===== src/hdl/pfee_pkg.sv =====
`timescale 1ns / 1ps
`default_nettype none

package pfee_pkg;

   // field widths of the channels
   localparam int RAW_W    = 25;
   localparam int VERTEX_W = 24;
   localparam int COUNT_W  = 9;

   // decoded vertex numbers are kept to this many bits
   localparam int INDEX_BITS     = 24;
   // per-face edge count stops here
   localparam int MAX_FACE_EDGES = 256;

   localparam logic [VERTEX_W-1:0] VERT_MASK =
      (INDEX_BITS >= VERTEX_W) ? {VERTEX_W{1'b1}}
                               : VERTEX_W'((64'd1 << INDEX_BITS) - 64'd1);

   // decoupling queue between front and back
   localparam int QUEUE_DEPTH = 4;
   localparam int PTR_W       = $clog2(QUEUE_DEPTH);
   localparam int QCOUNT_W    = $clog2(QUEUE_DEPTH + 1);

   // result kind codes
   localparam logic KIND_EDGE  = 1'b0;
   localparam logic KIND_ERROR = 1'b1;

   // one accepted index as a work packet: one or two results
   typedef struct packed {
      logic                two;
      logic                kind;
      logic [VERTEX_W-1:0] start0;
      logic [VERTEX_W-1:0] end0;
      logic [COUNT_W-1:0]  discard;
      logic [VERTEX_W-1:0] start1;
      logic [VERTEX_W-1:0] end1;
   } job_type;

   typedef struct packed {
      logic    push;
      job_type job;
   } push_type;

   typedef struct packed {
      logic    valid;
      job_type job;
   } head_type;

   typedef enum logic [1:0] {
      ST_FIRST  = 2'b01,
      ST_SECOND = 2'b10
   } phase_type;

endpackage

`default_nettype wire


===== src/hdl/pfee_front.sv =====
`timescale 1ns / 1ps
`default_nettype none

module pfee_front (
   input  wire                              clock,
   input  wire                              reset,
   input  wire                              accept,
   input  wire                              mode,
   input  wire signed [pfee_pkg::RAW_W-1:0] vertex_index,
   input  wire [pfee_pkg::VERTEX_W-1:0]     vertex_total,
   input  wire                              face_end,
   output pfee_pkg::push_type               push
);

   logic [pfee_pkg::VERTEX_W-1:0] first_ff, first_in;
   logic [pfee_pkg::VERTEX_W-1:0] prev_ff, prev_in;
   logic [pfee_pkg::COUNT_W-1:0]  count_ff, count_in;
   logic                          inside_ff, inside_in;
   logic                          skip_ff, skip_in;

   logic [pfee_pkg::RAW_W-1:0]    raw;
   logic [pfee_pkg::RAW_W-1:0]    mag;
   logic                          idx_ok;
   logic [pfee_pkg::VERTEX_W-1:0] vert;
   logic [pfee_pkg::VERTEX_W-1:0] first_eff;
   logic [pfee_pkg::COUNT_W-1:0]  count_inc;
   logic                          primary;
   logic                          closing;

   // index decode
   always_comb begin
      raw    = vertex_index;
      mag    = ~raw + pfee_pkg::RAW_W'(1);
      idx_ok = (raw != '0) && (!raw[pfee_pkg::RAW_W-1] || (mag <= {1'b0, vertex_total}));
      if (raw[pfee_pkg::RAW_W-1]) begin
         vert = (vertex_total - mag[pfee_pkg::VERTEX_W-1:0]) & pfee_pkg::VERT_MASK;
      end else begin
         vert = (raw[pfee_pkg::VERTEX_W-1:0] - pfee_pkg::VERTEX_W'(1)) & pfee_pkg::VERT_MASK;
      end
   end

   always_comb begin
      count_inc = (count_ff < pfee_pkg::COUNT_W'(pfee_pkg::MAX_FACE_EDGES))
                  ? count_ff + pfee_pkg::COUNT_W'(1) : count_ff;
      first_eff = inside_ff ? first_ff : vert;
      primary   = inside_ff || mode;
      closing   = face_end && !mode;

      first_in  = first_ff;
      prev_in   = prev_ff;
      count_in  = count_ff;
      inside_in = inside_ff;
      skip_in   = skip_ff;

      push             = '0;
      push.job.kind    = pfee_pkg::KIND_EDGE;

      if (accept) begin
         if (skip_ff) begin
            if (face_end) begin
               inside_in = 1'b0;
               skip_in   = 1'b0;
               count_in  = '0;
            end
         end else if (!idx_ok) begin
            push.push        = 1'b1;
            push.job.kind    = pfee_pkg::KIND_ERROR;
            push.job.discard = count_ff;
            count_in         = '0;
            if (face_end) begin
               inside_in = 1'b0;
               skip_in   = 1'b0;
            end else begin
               skip_in = 1'b1;
            end
         end else begin
            first_in  = first_eff;
            inside_in = 1'b1;
            prev_in   = vert;
            if (primary) begin
               count_in = count_inc;
            end
            if (primary) begin
               push.push         = 1'b1;
               push.job.start0   = (inside_ff && !mode) ? prev_ff : vert;
               push.job.end0     = vert;
               push.job.two      = closing;
               push.job.start1   = first_eff;
               push.job.end1     = vert;
            end else if (closing) begin
               // single-index polygon face: closing self edge only
               push.push         = 1'b1;
               push.job.start0   = first_eff;
               push.job.end0     = vert;
            end
            if (face_end) begin
               inside_in = 1'b0;
               skip_in   = 1'b0;
               count_in  = '0;
            end
         end
      end
   end

   always_ff @(posedge clock) begin
      if (reset) begin
         first_ff  <= '0;
         prev_ff   <= '0;
         count_ff  <= '0;
         inside_ff <= 1'b0;
         skip_ff   <= 1'b0;
      end else begin
         first_ff  <= first_in;
         prev_ff   <= prev_in;
         count_ff  <= count_in;
         inside_ff <= inside_in;
         skip_ff   <= skip_in;
      end
   end

endmodule

`default_nettype wire


===== src/hdl/pfee_queue.sv =====
`timescale 1ns / 1ps
`default_nettype none

module pfee_queue (
   input  wire                  clock,
   input  wire                  reset,
   input  wire pfee_pkg::push_type push,
   input  wire                  pop,
   output pfee_pkg::head_type   head,
   output logic                 full
);

   pfee_pkg::job_type               slot_ff [pfee_pkg::QUEUE_DEPTH];
   logic [pfee_pkg::PTR_W-1:0]      wr_ptr_ff, wr_ptr_in;
   logic [pfee_pkg::PTR_W-1:0]      rd_ptr_ff, rd_ptr_in;
   logic [pfee_pkg::QCOUNT_W-1:0]   count_ff, count_in;
   logic                            do_push;
   logic                            do_pop;

   always_comb begin
      full       = (count_ff == pfee_pkg::QCOUNT_W'(pfee_pkg::QUEUE_DEPTH));
      head.valid = (count_ff != '0);
      head.job   = slot_ff[rd_ptr_ff];
      do_push    = push.push && !full;
      do_pop     = pop && head.valid;
      wr_ptr_in  = do_push ? wr_ptr_ff + pfee_pkg::PTR_W'(1) : wr_ptr_ff;
      rd_ptr_in  = do_pop ? rd_ptr_ff + pfee_pkg::PTR_W'(1) : rd_ptr_ff;
      count_in   = count_ff;
      if (do_push && !do_pop) begin
         count_in = count_ff + pfee_pkg::QCOUNT_W'(1);
      end else if (do_pop && !do_push) begin
         count_in = count_ff - pfee_pkg::QCOUNT_W'(1);
      end
   end

   always_ff @(posedge clock) begin
      if (do_push) begin
         slot_ff[wr_ptr_ff] <= push.job;
      end
   end

   always_ff @(posedge clock) begin
      if (reset) begin
         wr_ptr_ff <= '0;
         rd_ptr_ff <= '0;
         count_ff  <= '0;
      end else begin
         wr_ptr_ff <= wr_ptr_in;
         rd_ptr_ff <= rd_ptr_in;
         count_ff  <= count_in;
      end
   end

endmodule

`default_nettype wire


===== src/hdl/pfee_back.sv =====
`timescale 1ns / 1ps
`default_nettype none

module pfee_back (
   input  wire                               clock,
   input  wire                               reset,
   input  wire pfee_pkg::head_type           head,
   output logic                              pop,
   output logic                              out_valid,
   input  wire                               out_stall,
   output logic                              out_kind,
   output logic [pfee_pkg::VERTEX_W-1:0]     out_start,
   output logic [pfee_pkg::VERTEX_W-1:0]     out_end,
   output logic [pfee_pkg::COUNT_W-1:0]      out_discard,
   output logic                              out_last
);

   pfee_pkg::phase_type             phase_ff, phase_in;
   logic                            valid_ff, valid_in;
   logic                            kind_ff, kind_in;
   logic [pfee_pkg::VERTEX_W-1:0]   start_ff, start_in;
   logic [pfee_pkg::VERTEX_W-1:0]   end_ff, end_in;
   logic [pfee_pkg::COUNT_W-1:0]    discard_ff, discard_in;
   logic                            last_ff, last_in;
   logic                            load;

   always_comb begin
      load       = !valid_ff || !out_stall;
      pop        = 1'b0;
      phase_in   = phase_ff;
      valid_in   = valid_ff;
      kind_in    = kind_ff;
      start_in   = start_ff;
      end_in     = end_ff;
      discard_in = discard_ff;
      last_in    = last_ff;
      if (load) begin
         valid_in = head.valid;
         if (head.valid) begin
            case (phase_ff)
               pfee_pkg::ST_FIRST: begin
                  kind_in    = head.job.kind;
                  start_in   = head.job.start0;
                  end_in     = head.job.end0;
                  discard_in = head.job.discard;
                  last_in    = !head.job.two;
                  if (head.job.two) begin
                     phase_in = pfee_pkg::ST_SECOND;
                  end else begin
                     pop = 1'b1;
                  end
               end
               pfee_pkg::ST_SECOND: begin
                  kind_in    = pfee_pkg::KIND_EDGE;
                  start_in   = head.job.start1;
                  end_in     = head.job.end1;
                  discard_in = '0;
                  last_in    = 1'b1;
                  phase_in   = pfee_pkg::ST_FIRST;
                  pop        = 1'b1;
               end
               default: begin
                  phase_in = pfee_pkg::ST_FIRST;
               end
            endcase
         end
      end
   end

   always_ff @(posedge clock) begin
      if (reset) begin
         phase_ff <= pfee_pkg::ST_FIRST;
         valid_ff <= 1'b0;
      end else begin
         phase_ff <= phase_in;
         valid_ff <= valid_in;
      end
   end

   always_ff @(posedge clock) begin
      kind_ff    <= kind_in;
      start_ff   <= start_in;
      end_ff     <= end_in;
      discard_ff <= discard_in;
      last_ff    <= last_in;
   end

   assign out_valid   = valid_ff;
   assign out_kind    = kind_ff;
   assign out_start   = start_ff;
   assign out_end     = end_ff;
   assign out_discard = discard_ff;
   assign out_last    = last_ff;

endmodule

`default_nettype wire


===== src/hdl/polygon_face_edge_emitter_unit.sv =====
// channel    direction  handshake            payload
// req_       in         req_valid/req_stall  mode, vertex_index, vertex_total, face_end
// rsp_       out        rsp_valid/rsp_stall  kind, edge_start, edge_end, discard_count, run_last
//
// one index transaction is taken per cycle while the four-entry job queue has room
// the back end drains one result per cycle while rsp_stall is low, so an index with a closing
// edge emits two results; a polygon face's silent first index pays for its closing edge, so whole
// faces run at one index per cycle; rsp_stall and faces that emit more results than indices slow it
// an index transaction's results pass through a queue slot and then the output register
// reset is synchronous and clears face state, queue pointers and the output valid
// req_stall rises only when the queue is full; rsp_stall freezes the output register while it is valid
`timescale 1ns / 1ps
`default_nettype none

module polygon_face_edge_emitter_unit (
   input  wire                                 clock,
   input  wire                                 reset,
   // index transactions
   input  wire                                 req_valid,
   output logic                                req_stall,
   input  wire                                 req_mode,
   input  wire signed [pfee_pkg::RAW_W-1:0]    req_vertex_index,
   input  wire [pfee_pkg::VERTEX_W-1:0]        req_vertex_total,
   input  wire                                 req_face_end,
   // result transactions
   output logic                                rsp_valid,
   input  wire                                 rsp_stall,
   output logic                                rsp_kind,
   output logic [pfee_pkg::VERTEX_W-1:0]       rsp_edge_start,
   output logic [pfee_pkg::VERTEX_W-1:0]       rsp_edge_end,
   output logic [pfee_pkg::COUNT_W-1:0]        rsp_discard_count,
   output logic                                rsp_run_last
);

   pfee_pkg::push_type q_push;
   pfee_pkg::head_type q_head;
   logic               q_pop;
   logic               q_full;
   logic               req_accept;

   // front takes the index whenever the queue can hold its job
   assign req_stall  = q_full;
   assign req_accept = req_valid && !q_full;

   // front: decode, validate and track face state, build the job
   pfee_front u_front (
      .clock        (clock),
      .reset        (reset),
      .accept       (req_accept),
      .mode         (req_mode),
      .vertex_index (req_vertex_index),
      .vertex_total (req_vertex_total),
      .face_end     (req_face_end),
      .push         (q_push)
   );

   // queue of pending jobs
   pfee_queue u_queue (
      .clock (clock),
      .reset (reset),
      .push  (q_push),
      .pop   (q_pop),
      .head  (q_head),
      .full  (q_full)
   );

   // back: splits each job into its one or two result transactions
   pfee_back u_back (
      .clock       (clock),
      .reset       (reset),
      .head        (q_head),
      .pop         (q_pop),
      .out_valid   (rsp_valid),
      .out_stall   (rsp_stall),
      .out_kind    (rsp_kind),
      .out_start   (rsp_edge_start),
      .out_end     (rsp_edge_end),
      .out_discard (rsp_discard_count),
      .out_last    (rsp_run_last)
   );

   // a job never lands in a full queue
   a_no_overflow: assert property (@(posedge clock) disable iff (reset)
      q_push.push |-> !q_full)
      else $error("job pushed into full queue");

   // the second result of a pair is ready right behind the first
   a_pair_back_to_back: assert property (@(posedge clock) disable iff (reset)
      rsp_valid && !rsp_run_last |=> rsp_valid)
      else $error("gap inside a result pair");

   // an error is a lone result with no edge
   a_error_shape: assert property (@(posedge clock) disable iff (reset)
      rsp_valid && (rsp_kind == pfee_pkg::KIND_ERROR) |->
         rsp_run_last && (rsp_edge_start == '0) && (rsp_edge_end == '0))
      else $error("malformed error result");

   // edges never ask for a discard
   a_edge_no_discard: assert property (@(posedge clock) disable iff (reset)
      rsp_valid && (rsp_kind == pfee_pkg::KIND_EDGE) |-> (rsp_discard_count == '0))
      else $error("edge result with discard count");

endmodule

`default_nettype wire


===== config.mk =====
export PLATFORM = sky130hd
export DESIGN_NAME = polygon_face_edge_emitter_unit
export DESIGN_NICKNAME = d
export VERILOG_FILES = /design/src/hdl/pfee_pkg.sv /design/src/hdl/pfee_front.sv /design/src/hdl/pfee_queue.sv /design/src/hdl/pfee_back.sv /design/src/hdl/polygon_face_edge_emitter_unit.sv
export SDC_FILE = /design/constraint.sdc
export NUM_CORES = 1
export LEC_CHECK = 0
export BUFFER_PORTS_ARGS = -buffer_cell sky130_fd_sc_hd__buf_4
export CORE_MARGIN = 2
export CORE_UTILIZATION = 35
export DETAILED_ROUTE_END_ITERATION = 8
export PLACE_DENSITY = 0.61
export SLEW_MARGIN = 30
export SYNTH_ARGS = -nofsm -noshare
export SYNTH_HDL_FRONTEND = slang
export SYNTH_SLANG_ARGS = --single-unit

===== constraint.sdc =====
create_clock -name clock -period 9.6 [get_ports clock]
set_input_delay 0.96 -clock clock [delete_from_list [all_inputs] [get_ports clock]]
set_output_delay 0.96 -clock clock [all_outputs]
set_load 0.01 [all_outputs]

==> results of run 1 <==
## layout make-up
type,instances,area share
clock buffers,68,0.05168
inverters,68,0.008942
flip-flops and latches,558,0.5624
repair buffers,142,0.04099
diodes,1,0.00008767
clock inverters,33,0.01403
well taps,940,0.04120
multi-input cells,942,0.2807
## metal layers
| layer | global-route usage | part of all wire | vias up | wire, um |
|---|---|---|---|---|
| met5 | 0 | 0 | - | 0 |
| met4 | 0.04131 | 0.019 | 0 | 1113 |
| met3 | 0.02743 | 0.053 | 67 | 3066 |
| met2 | 0.2579 | 0.48 | 384 | 27630 |
| met1 | 0.2140 | 0.45 | 7269 | 25720 |
| li1 | - | - | 6637 | - |
## worst max-delay path, delay by kind of cell
kind,cells,cell delay [ns]
and+or+nand+nor,6,2.17
xor gates and xnor gates,1,0.40
buffers and inverters,5,0.71
AOI/OAI and AO/OA,4,1.94
adders and majority gates,2,0.66
## sequential cells by signal (all words and copies together) (netlist names), named ones only
| name | flops |
|---|---|
| u_back.out_discard | 9 |
| u_back.out_start | 24 |
| u_queue.count_ff | 3 |
| u_back.out_valid | 1 |
| u_queue.rd_ptr_ff | 2 |
| u_front.inside_ff | 1 |
| u_back.phase_ff | 2 |
| u_back.out_end | 24 |
| u_front.skip_ff | 1 |
| u_back.out_last | 1 |
| u_front.count_ff | 9 |
| u_front.prev_ff | 24 |
| u_queue.wr_ptr_ff | 2 |
| u_queue.slot_ff | 428 |
| u_back.out_kind | 1 |
| u_front.first_ff | 24 |
## kinds of logic after synthesis
group / Yosys count / share of synthesized area
flip-flops: 558 / 0.6522
AND/OR/NAND/NOR: 418 / 0.08264
AO/OA/AOI/OAI: 262 / 0.07211
multiplexers: 173 / 0.1273
buffers and inverters: 152 / 0.02461
adder cells (fa/ha/maj): 58 / 0.03011
XOR/XNOR: 31 / 0.01104
## final timing paths
| check | start | cells past startpoint | endpoint |
|---|---|---|---|
| hold / removal | u_front.prev_ff[11] | 2 | u_front.prev_ff[11] |
| hold reg to reg | u_front.prev_ff[11] | 2 | u_front.prev_ff[11] |
| setup / recovery | req_vertex_index[0] | 18 | u_queue.slot_ff[3][45] |
| setup reg to reg | u_queue.count_ff[0] | 9 | u_queue.slot_ff[3][45] |
## synthesized netlist by cell type (7+ instances only)
| master | count | area (um^2) |
|---|---|---|
| clkbuf_1 | 52 | 195.2 |
| a21o_1 | 14 | 105.1 |
| nor2_1 | 140 | 525.5 |
| a21oi_1 | 82 | 410.4 |
| o2bb2ai_1 | 20 | 175.2 |
| buf_1 | 14 | 52.55 |
| o21ai_0 | 34 | 170.2 |
| nand2b_1 | 18 | 112.6 |
| a211oi_1 | 22 | 165.2 |
| a31oi_1 | 7 | 43.79 |
| and2_1 | 12 | 75.07 |
| nor2b_1 | 15 | 93.84 |
| ha_1 | 56 | 700.7 |
| buf_2 | 12 | 60.06 |
| dfxtp_1 | 71 | 1421 |
| xnor2_1 | 17 | 148.9 |
| nand4_1 | 11 | 68.82 |
| o21a_1 | 12 | 90.09 |
| nor4_1 | 11 | 68.82 |
| edfxtp_1 | 487 | 14620 |
| xor2_1 | 14 | 122.6 |
| nand2_1 | 87 | 326.6 |
| inv_1 | 67 | 251.5 |
| and3_1 | 11 | 68.82 |
| mux2i_1 | 16 | 160.2 |
| or3_1 | 9 | 56.30 |
| nand3_1 | 33 | 165.2 |
| or4_1 | 11 | 82.58 |
| mux4_2 | 107 | 2410 |
| mux2_2 | 50 | 563.0 |
| o211ai_1 | 12 | 90.09 |
| nor3_1 | 39 | 195.2 |
## per-stage QoR
| stage | hold slack [ns] | cell area (um^2) | setup slack [ns] | utilization |
|---|---|---|---|---|
| floorplan | 0.4312 | 24600 | 2.029 | - |
| global placement | 0.4382 | 26530 | 2.566 | 0.3802 |
| detailed placement | 0.4470 | 26650 | 2.510 | 0.3819 |
| CTS | 0.4552 | 28530 | 3.127 | 0.4088 |
| global route | 0.4737 | 28540 | 2.675 | 0.4090 |
| finish | 0.4555 | 28540 | 3.086 | 0.4090 |
## where the power goes
part,switching [uW],internal (uW)
clock network,913,1310
registers,132,3180
logic,932,675
==> results.md, run 1 <==
* Dpl cells at roughly 2.6k
* Most common library cell in the layout ignoring fill and taps: edfxtp_1
* Critical path's slowest cell: a21o_1
* EDFF count, synth at 487
* Main flop type after synthesis: edfxtp_1
* Worst min-delay path category: reg -> reg
* Fmax at around 150 MHz
* Syn Area/Cell at around 15 um^2
* Setup bufs post-CTS at 0
* FILL cells at 6284
* Critical path's largest stage delay at ~0.74 ns
* Antenna viol nets, final at 0
* Post-synthesis cell count at 1652
* DR WL/cell at 20.90 um
* Vias at 14.36k
* Seq cells post-synth at between 500 and 600
* Die Area at 72430 um^2
* Static leakage at about 0.0099 uW
* CTS root buf: clkbuf_16
* Headroom to the max-slew limit at 0.2856
* Crit share post-route at 0.6785
* Detailed Routing Iterations Pass 1 at 5
* Most frequent cells in the layout: 487 x edfxtp_1, 139 x nor2_1, 134 x buf_4
* First-pass GRT wire length at a little under 90000 um
* Sequential fraction of the synthesis area at 0.6522
* Reg area at 16050 um^2
* Max Cap Viol at 0
* CP endpoint kind: register
* Crit-path max FO at 25
* Syn nets at 1765
* Yosys warning count at 0
* CTS tree: built
* Post-CTS sizing at 0
* RSZ-0062 raised after global routing: no
* Initial Utilization at 0.3526
* TritonCTS buffer count at 54
* Nets@finish at 1879
* Req. time, crit path at ~9.9 ns
* Area grow syn2layout at 16.01%
* Maximum vdd drop at 0.1648 mV
* IO buf count at 115
* Clock slew at reported path FFs at 0.06 ns
* Max-slew violations at 0
* Critical path startpoint category: input pin
* Detailed Route Iter0 Violations at ~1k
* Largest net degree at the start of global routing at 60
* Status: finished, final reports clean
* Worst Max-Slew Pin Slew at around 1.1 ns
* CTS max path bufs at 3
* Post-CTS Hold Buffers at 0
* Min cycle time layout at approximately 6.5 ns
* Share of layout cells above drive strength 1 at 0.2286
* Async set-reset flop share out of synthesis at 0
* Number of setup violations in the final report at 0
* Final hold violation count at 0
* Crit path kind: in -> reg
* Vias in the first global route at 14.56k
* Multi-input logic area at between 8000 and 9000 um^2
* WP data arrival at around 6.9 ns
* HPWL Detailed at between 30000 and 40000 um
* Skew-Pair Late Insertion Delay at 0.61 ns
* I/O pins at 116
* Antenna violations before repair at 0
* TNS Setup at 0 ns
* Mapped cell area at 24600 um^2
* Area of the core region at ~70000 um^2
* Finished Layout Cells at 2752
* Die height at about 270 um
* Flop2flop setup slack at 5.79 ns
* Unique cell type count in the Yosys netlist at 75
* Horiz. Die Dim at around 270 um
* GPL Wtd Cong at 0.8585
* DRC errors left at 0
* Vias per inst at roughly 5.2
* Num rows at between 90 and 100
* PwrDens at around 250 nW/um^2
* Clk sinks at 558
* H-Tree Depth at 2
* Worst path cell trace: buf_4 -> inv_1 -> ha_1 -> or4b_4 -> or3_1 -> nor3_1 -> xor2_1 -> inv_1 -> ha_1 -> nand4_1 -> or4_1 -> o41a_1 -> nor3_2 -> a21o_1 -> o21ai_4 -> buf_8 -> buf_16 -> a211oi_1
* Overflow left after global routing at 0
* GRT Util Overall at 0.1565
* Pwr Total at 7146 uW
* DRT Wirelength at around 58000 um
* Setup Skew at 0.01795 ns
Note: power is estimated with default switching activity, not from simulation.
==> run 2, diff against run 1 <==
--- a/config.mk
+++ b/config.mk
@@ -9,7 +9,7 @@
 export CORE_MARGIN = 2
 export CORE_UTILIZATION = 35
 export DETAILED_ROUTE_END_ITERATION = 8
-export PLACE_DENSITY = 0.61
+export PLACE_DENSITY = 0.63
 export SLEW_MARGIN = 30
 export SYNTH_ARGS = -nofsm -noshare
 export SYNTH_HDL_FRONTEND = slang
==> constraint.sdc (replaced) <==
create_clock -name clock -period 5.4 [get_ports clock]
set_input_delay 0.54 -clock clock [delete_from_list [all_inputs] [get_ports clock]]
set_output_delay 0.54 -clock clock [all_outputs]
set_load 0.01 [all_outputs]
==> run 2 against run 1 <==
  * Sequential share of layout area shrank 0.89 points
  * Clock-buffer cell count grew 7
  * Clock skew grew 0.0070 ns
  * Clock power grew 68%
  * Largest power group unchanged
  * Largest cell class unchanged
  * Die area is the same
==> results.md, run 2 (synthesized netlist as in run 1, its figures left out) <==
* Post-CTS Hold Buffers at 0 (unchanged)
* Reg-to-Reg Start: u_front.inside_ff (was u_queue.count_ff[0])
* Skew-Pair Late Insertion Delay at 0.58 ns (was 0.61 ns)
* IO buf count at 115 (unchanged)
* Status: finished, final reports clean (unchanged)
* Number of setup violations in the final report at 0 (unchanged)
* CTS max path bufs at 3 (unchanged)
* First-pass GRT wire length at 89520 um (was 87310 um)
* Critical path startpoint category: input pin (unchanged)
* Number of flip-flops in the largest register at 428 (unchanged)
* Area grow syn2layout at 17.87% (was 16.01%)
* Worst-case reg-to-reg path depth at 5 (was 9)
* Fmax at 206.3 MHz
* DRC errors left at 0 (unchanged)
* Hold path depth at 3 (was 2)
* Maximum vdd drop at 0.2537 mV (was 0.1648 mV)
* Static leakage at 0.01017 uW (was 0.009864 uW)
* Crit share post-route at 0.8977
* CP endpoint kind: register (unchanged)
* Setup Skew at 0.02493 ns (was 0.01795 ns)
* Capturing point of the worst reg2reg path: u_queue.slot_ff[2][83] (was u_queue.slot_ff[3][45])
* Initial Utilization at 0.3526 (unchanged)
* I/O pins at 116 (unchanged)
* FILL cells at 6262 (was 6284)
* Vias per inst at 5.236 (was 5.217)
* Largest net degree at the start of global routing at 65 (was 60)
* Detailed Route Iter0 Violations at 1172 (was 1017)
* Uppermost layer routed: met4 (unchanged)
* Crit-path max FO at 20 (was 25)
* Worst Max-Slew Pin Slew at 0.9985 ns (was 1.072 ns)
* Req. time, crit path at 5.74 ns (was 9.94 ns)
* Detailed Routing Iterations Pass 1 at 5 (unchanged)
* Final hold violation count at 0 (unchanged)
* HPWL Detailed at 38810 um (was 37340 um)
* Die height at 269.1 um (unchanged)
* PwrDens at 434.1 nW/um^2 (was 250.3 nW/um^2)
* Clk sinks at 558 (unchanged)
* Hold path start: rsp_stall (was u_front.prev_ff[11])
* CTS root buf: clkbuf_16 (unchanged)
* Max Cap Viol at 0 (unchanged)
* DR WL met2 at 27580 um (was 27630 um)
* RSZ-0062 raised after global routing: no (unchanged)
* Vias in the first global route at 14.87k (was 14.56k)
* Dpl ws at 0.03136 ns (was 2.510 ns)
* Antenna violations before repair at 1 (was 0)
* GPL Wtd Cong at 0.8798 (was 0.8585)
* Min cycle time layout at ~4.8 ns
* Nets@finish at 1948 (was 1879)
* TNS Setup at 0 ns (unchanged)
* WP data arrival at 5.19 ns (was 6.85 ns)
* GRT Util Overall at 0.1583 (was 0.1565)
* DRT Wirelength at 58680 um (was 57530 um)
* Flop2flop setup slack at 1.69 ns (was 5.79 ns)
* Crit path kind: in -> reg (unchanged)
* H-Tree Depth at 2 (unchanged)
* Clock slew at reported path FFs at 0.06 ns (about the same)
* Max-slew violations at 0 (unchanged)
* Hold Path Sink: u_back.out_valid (was u_front.prev_ff[11])
* Most common library cell in the layout ignoring fill and taps: edfxtp_1 (unchanged)
* Overflow left after global routing at 0 (unchanged)
* Met3 WL at 2976 um (was 3066 um)
* Post-route setup slack at 0.5522 ns (was 3.086 ns)
* Post-CTS sizing at 0 (unchanged)
* Worst min-delay path category: in -> reg (was reg -> reg)
* Setup bufs post-CTS at 0 (unchanged)
* Vias at 14.76k (was 14.36k)
* Util after Layout at 0.4156 (was 0.4090)
* Area of the core region at 69790 um^2 (unchanged)
* Num rows at 97 (unchanged)
* Headroom to the max-slew limit at 0.3343 (was 0.2856)
* Most frequent cells in the layout: 487 x edfxtp_1, 199 x buf_4, 139 x nor2_1 (was 487 x edfxtp_1, 139 x nor2_1, 134 x buf_4)
* TritonCTS buffer count at 53 (was 54)
* Share of layout cells above drive strength 1 at 0.2563 (was 0.2286)
* Horiz. Die Dim at 269.1 um (unchanged)
* Post-route met1 wirelength at 26870 um (was 25720 um)
* CTS tree: built (unchanged)
* Biggest register: u_queue.slot_ff (unchanged)
* Die Area at 72430 um^2 (unchanged)
* Antenna viol nets, final at 0 (unchanged)
* DR WL/cell at 20.82 um (was 20.90 um)
-- run 2: worst max-delay path by stage --
stage / start / endpoint / slack [ns] / cells after the start
final: req_vertex_index[0] / u_queue.slot_ff[0][9] / 0.55 / 17
after global routing: req_vertex_index[0] / u_queue.count_ff[2] / 0.31 / 23
after CTS: req_vertex_index[0] / u_queue.slot_ff[1][30] / 0.62 / 18
after detailed placement: req_vertex_index[0] / u_queue.slot_ff[3][30] / 0.03 / 18
after global placement: req_vertex_index[5] / u_queue.slot_ff[0][75] / 0.08 / 16
after floorplan: req_vertex_index[0] / u_queue.count_ff[2] / 0.003 / 21
-- run 2: layout make-up --
class	count	area, um^2	share of cell area
Clock buffer	75	1573	0.05423
Antenna cell	1	2.502	0.00008629
Tap cell	940	1176	0.04056
Multi-Input combinational cell	942	7991	0.2756
Inverter	68	255.2	0.008801
Clock inverter	22	221.5	0.007637
Sequential cell	558	16050	0.5535
Timing Repair Buffer	212	1728	0.05958
-- run 2: through the flow --
stage	std cells	hold WS (ns)	power [uW]	instance area, um^2
global route	2817	0.2477	13160	29000
CTS	2817	0.2190	12740	28990
floorplan	1652	0.4312	7696	24610
global placement	2720	0.4384	8922	27190
finish	2818	0.2511	12590	29000
detailed placement	2720	0.4466	8993	27190
-- run 2: critical path: stages --
cell and delay [ns]:
buf_4 0.11, inv_1 0.07, ha_1 0.17, or4b_4 0.49
or4b_4 0.58, nor3b_1 0.28, xnor2_1 0.13, ha_1 0.31
nand3_1 0.11, or4_1 0.54, o41a_1 0.48, nor3_2 0.19
a21o_1 0.23, buf_4 0.32, o21ai_0 0.14, buf_4 0.18
nor2_1 0.30
-- run 2: power by group --
part / internal (uW) / switching, uW
clock: 2220 / 1530
combinational: 1270 / 1710
sequential: 5650 / 219
-- run 2: per-layer routing --
metal,up-vias,track usage
met2,432,0.2567
li1,6770,-
met4,0,0.04513
met3,77,0.02235
met5,-,0
met1,7476,0.2222
